[config.mk]
export PLATFORM = sky130hd
export DESIGN_NAME = mrfc_frame_core
export DESIGN_NICKNAME = d
export VERILOG_FILES = /design/src/rtl/mrfc_pkg.sv /design/src/rtl/mrfc_frame_core.sv
export VERILOG_INCLUDE_DIRS = /design/src /design/src/rtl
export SDC_FILE = /design/constraint.sdc
export NUM_CORES = 1
export LEC_CHECK = 0
export BUFFER_PORTS_ARGS = -buffer_cell sky130_fd_sc_hd__buf_2
export CAP_MARGIN = 20
export CORE_MARGIN = 5
export CORE_UTILIZATION = 40
export DETAILED_ROUTE_END_ITERATION = 10
export GPL_TIMING_DRIVEN = 0
export PLACE_DENSITY = 0.6
export REMOVE_ABC_BUFFERS = 1
export SLEW_MARGIN = 5
export SYNTH_ARGS = -nofsm -noshare
export SYNTH_HDL_FRONTEND = slang
export SYNTH_SLANG_ARGS = --single-unit
[constraint.sdc]
create_clock -name clk_i -period 7.1 [get_ports clk_i]
set_input_delay 2.13 -clock clk_i [delete_from_list [all_inputs] [get_ports clk_i]]
set_output_delay 2.13 -clock clk_i [all_outputs]
set_load 0.05 [all_outputs]
[src/rtl/modbus_rtu_frame_checker_macros.svh]
// -----------------------------------------------------------------------------
// Modbus RTU frame checker assertion macros
// Shared concurrent assertion shorthands clocked on clk_i, disabled in reset.
// -----------------------------------------------------------------------------
`ifndef MODBUS_RTU_FRAME_CHECKER_MACROS_SVH
`define MODBUS_RTU_FRAME_CHECKER_MACROS_SVH

// Same-cycle implication.
`define MRFC_ASSERT_IMP(lbl, ante, cons) \
  lbl: assert property (@(posedge clk_i) disable iff (!rst_ni) (ante) |-> (cons)) \
    else $error("mrfc: same-cycle check failed");

// Next-cycle implication.
`define MRFC_ASSERT_NXT(lbl, ante, cons) \
  lbl: assert property (@(posedge clk_i) disable iff (!rst_ni) (ante) |=> (cons)) \
    else $error("mrfc: next-cycle check failed");

`endif

[src/rtl/mrfc_pkg.sv]
// -----------------------------------------------------------------------------
// Modbus RTU frame checker package
// Constants, the result record and the byte-wise CRC-16 update.
// -----------------------------------------------------------------------------
package mrfc_pkg;

  localparam logic [7:0]  MAX_FRAME_BYTES = 8'd255;
  localparam logic [15:0] CRC_INIT        = 16'hFFFF;
  localparam logic [15:0] CRC_POLY        = 16'hA001;

  typedef struct packed {
    logic [7:0] echo_byte;
    logic [7:0] byte_position;
    logic       frame_good;
    logic [7:0] frame_length;
    logic       frame_abort;
  } res_t;

  // One byte through the reflected CRC-16, unrolled over its eight bits.
  function automatic logic [15:0] crc16_feed(input logic [15:0] crc_in,
                                             input logic [7:0]  data);
    logic [15:0] crc;
    crc = crc_in ^ {8'h00, data};
    for (int k = 0; k < 8; k++) begin
      if (crc[0]) begin
        crc = (crc >> 1) ^ CRC_POLY;
      end else begin
        crc = crc >> 1;
      end
    end
    return crc;
  endfunction

endpackage

[src/rtl/mrfc_frame_core.sv]
// -----------------------------------------------------------------------------
// Modbus RTU frame checker core
// Frame state, delayed CRC update and trailer match for one byte per step.
// -----------------------------------------------------------------------------
module mrfc_frame_core import mrfc_pkg::*; (
  input  logic       clk_i,
  input  logic       rst_ni,
  input  logic       step_i,
  input  logic [7:0] byte_i,
  input  logic       crc_high_first_i,
  output res_t       res_o
);

`include "modbus_rtu_frame_checker_macros.svh"

  logic [15:0] crc_q, crc_d;
  logic [7:0]  count_q, count_d;
  logic [7:0]  last_q, last_d;
  logic [7:0]  second_q, second_d;

  logic        full;
  logic [15:0] crc_new;
  logic [7:0]  count_new;
  logic        match;

  always_comb begin
    full      = (count_q >= MAX_FRAME_BYTES);
    // The CRC trails the newest byte by two, so the byte leaving the
    // trailer window is folded in only once two bytes are held.
    crc_new   = (count_q >= 8'd2) ? crc16_feed(crc_q, second_q) : crc_q;
    count_new = count_q + 8'd1;
    if (crc_high_first_i) begin
      match = (count_new >= 8'd2) && (last_q == crc_new[15:8]) && (byte_i == crc_new[7:0]);
    end else begin
      match = (count_new >= 8'd2) && (last_q == crc_new[7:0]) && (byte_i == crc_new[15:8]);
    end

    res_o.echo_byte     = byte_i;
    res_o.byte_position = full ? 8'd0 : count_q;
    res_o.frame_good    = !full && match;
    res_o.frame_length  = (!full && match) ? count_new : 8'd0;
    res_o.frame_abort   = full;

    crc_d    = crc_q;
    count_d  = count_q;
    last_d   = last_q;
    second_d = second_q;
    if (step_i) begin
      if (full || match) begin
        crc_d    = CRC_INIT;
        count_d  = 8'd0;
        last_d   = 8'd0;
        second_d = 8'd0;
      end else begin
        crc_d    = crc_new;
        count_d  = count_new;
        last_d   = byte_i;
        second_d = last_q;
      end
    end
  end

  always_ff @(posedge clk_i or negedge rst_ni) begin
    if (!rst_ni) begin
      crc_q    <= CRC_INIT;
      count_q  <= 8'd0;
      last_q   <= 8'd0;
      second_q <= 8'd0;
    end else begin
      crc_q    <= crc_d;
      count_q  <= count_d;
      last_q   <= last_d;
      second_q <= second_d;
    end
  end

  `MRFC_ASSERT_NXT(a_good_restarts, step_i && res_o.frame_good, count_q == 8'd0)
  `MRFC_ASSERT_IMP(a_abort_only_full, res_o.frame_abort, count_q >= MAX_FRAME_BYTES)
  `MRFC_ASSERT_NXT(a_plain_byte_counts, step_i && !res_o.frame_good && !res_o.frame_abort,
                   count_q == $past(count_q) + 8'd1)

endmodule

==> metrics <==
Final Hold Vio Count 0; fin. max-slew vios 0; Leakage 1.420 nW; Inserted Diodes 0; share of post-route cells with drive strength above 1 0.2203; largest net degree at the start of global routing just over 40; clk slew on worst S/H paths ~80 ps; Top FF cell, synth dfrtp_1; TNS Setup 0 ps; HP Class reg -> reg; Seq cells post-synth 40; Hold Buf Count CTS 0; DRC viols 0; status completed; count leader, synth xnor2_1; Crit Path Category in -> out; post-synthesis sequential area ratio 0.3288; Tcrit/Tclk final 0.9598; Reg2Reg Depth 13; Synth async-reset ratio 1.000; Clock Tree Buf Depth 2; maxcap violations 0; VDD IR max 0.2016 mV; Post-synth top cells xnor2_1, inv_1, nor2_1; boundary pin count 38; Yosys cell types 64; total number of vias ~2.5k; Setup violations, final 0; pre-CTS setup slack 320.7 ps; WL final a little under 8000 um; post-layout utilization of the core 0.4404; syn_area_per_cell roughly 9.6 sq um; Power, Total approximately 1.7 mW; antenna violations before repair 0; Final WS setup about 290 ps; CP delay by family, top compound AO/OA/AOI/OAI gates; Syn Std Cell Area approximately 3100 sq um; r2r setup slk between 2000 and 3000 ps; Internal Dissipation approximately 0.94 mW; Initial Utilization 0.4061; gr usage total 0.1663; buffers added on ports 37; FF+latch area a little over 1000 sq um; CTS Root Cell clkbuf_8; TritonRoute pass-1 iters 4; Sw Ratio 0.4617; setup bufs post-CTS 0; TritonCTS clock tree built; die height between 90 and 100 um; core area 7647 sq um; Critical Path Max Stage Delay ~430 ps; hpwl dp around 5600 um; global route overflow 0; Seq pwr share 0.256; EDFF count, synth 0; Slew HR 0.4063; vias per cell around 5.7; Crit. End Element output pin; reg-to-reg endpoint crc_q[11]; first-pass GRT wire length 13060 um; Psw ~0.80 mW; Mapped Cells 325; Final nets about 360; combined area of the multi-input logic cells 1799 sq um; Top cell by count, worst path buf_2; row count 32; post-synth top area cell dfrtp_1; unrepaired setup endpoints after global routing false; Die Area just under 10000 sq um; CP cell instances buf_2 > nand2b_1 > o221ai_1 > a2111oi_0 > a31oi_1 > a2111oi_1 > o2111ai_1 > nand2_1 > nand3_1 > a21oi_1 > buf_2; combinational fraction of design power 0.652; min-delay src second_q[1]; YS warnings 0; Worst Tran Pin Value between 800 and 900 ps; fmax between 100 and 150 MHz; H-tree levels 2; slowest cell on the critical path a2111oi_0; CP Data Required Time roughly 5000 ps; top-area cell type share of the netlist area 0.1934; final clock skew about 5.0 ps; Synth area leaders dfrtp_1, dfstp_2, xnor2_1; hold path depth 1; WP buf/inv 2; critical path launch point type input port; worst path arrival time 4680 ps; Worst Hold Path EP second_q[1]; vias in the first global route ~2.6k; RR Startpoint count_q[0]; worst-skew pair later-pin latency between 200 and 300 ps; CTS sink cnt 40; 1st-iter DRT viols 177; antenna-violating nets left 0; Fillers 749; Die W 98.11 um; total CTS buffers 5; Layout area overhead 8.461%; CTS resizes 0; PD cells 515.7 nW/um^2; maximum fanout along the worst path 6; Final min period 6814 ps; gpl congestion about 0.9; clock network fraction of design power 0.091; DR WL/cell 17.33 um
-- through the flow --
step,hold WS (ps),area (sq um),cells
finish,514.1,3368,447
global route,536.2,3368,447
CTS,517.0,3343,446
detailed placement,494.3,3253,438
global placement,495.4,3236,437
floorplan,476.3,2923,298
-- area by class of cell --
class	instances	area share
repair buffers	39	0.06686
inverters	28	0.03120
well taps	102	0.03789
clock buffers	8	0.02675
flip-flops and latches	40	0.3031
multi-input cells	230	0.5342
-- worst register-to-register path, stage by stage, from the launching register on --
cell and delay, ps:
dfrtp_1 420, inv_1 120, ha_1 220, or4_4 420
or2_1 330, clkbuf_16 240, mux2i_1 320, xnor2_1 160
o211ai_1 140, a2111oi_1 380, o2111ai_1 270, a21bo_1 380
a21oi_4 510, o32a_1 260
-- kinds of logic after synthesis --
group / share of synthesized area
compound gates: 0.2417
xor+xnor: 0.1724
fa+ha+maj: 0.01209
buf+inv: 0.09266
flops: 0.3288
mux: 0.02901
simple gates: 0.1233
-- placed cells by master, fill, tap and decap left out, types with 3 or more instances in the layout --
master,n
a31oi_1,4
nand2b_1,3
o211ai_1,4
buf_2,37
nor2_1,26
nand2_1,11
and2_1,5
o22a_1,4
clkbuf_8,6
nor4_1,3
xnor2_1,36
nand3_1,9
o21ai_0,9
o2111ai_1,4
inv_1,28
a211oi_1,3
o2bb2ai_1,8
xor2_1,8
mux2i_1,9
xnor2_2,3
dfrtp_1,24
a21oi_1,5
o22ai_1,12
o32a_1,13
nor3_1,3
o21a_1,3
ha_1,3
dfstp_2,16
-- flip-flops by register name, indices dropped and copies added, names as in the netlist --
name	flops
second_q	8
count_q	8
crc_q	16
last_q	8
-- power by group through the flow --
| stage | Clock [mW] | Combinational [mW] | Sequential [mW] |
|---|---|---|---|
| 6_report | 0.159 | 1.13 | 0.445 |
| 5_1_grt | 0.175 | 1.22 | 0.460 |
| 4_1_cts | 0.163 | 1.13 | 0.444 |
| 3_5_place_dp | 0 | 1.13 | 0.447 |
| 3_3_place_gp | 0 | 1.11 | 0.445 |
| 2_1_floorplan | 0 | 0.923 | 0.416 |
-- how the worst max path moves through the flow --
stage | slack, ps | cells past startpoint | endpoint | from
2_1_floorplan | 500 | 10 | res_o[4] | byte_i[5]
3_3_place_gp | 250 | 11 | res_o[4] | byte_i[1]
3_5_place_dp | 320 | 11 | res_o[4] | byte_i[1]
4_1_cts | 290 | 12 | res_o[4] | byte_i[5]
5_1_grt | 80 | 12 | res_o[4] | byte_i[5]
6_report | 290 | 11 | res_o[4] | byte_i[1]
-- per-layer routing --
metal | vias up | GRT usage | wire length (um)
met1 | 1241 | 0.2328 | 3573
met3 | 11 | 0.03071 | 448
met2 | 75 | 0.2628 | 3638
met5 | - | 0 | 0
met4 | 0 | 0.04792 | 84
li1 | 1214 | - | -
Note: power is estimated with default switching activity, not from simulation.
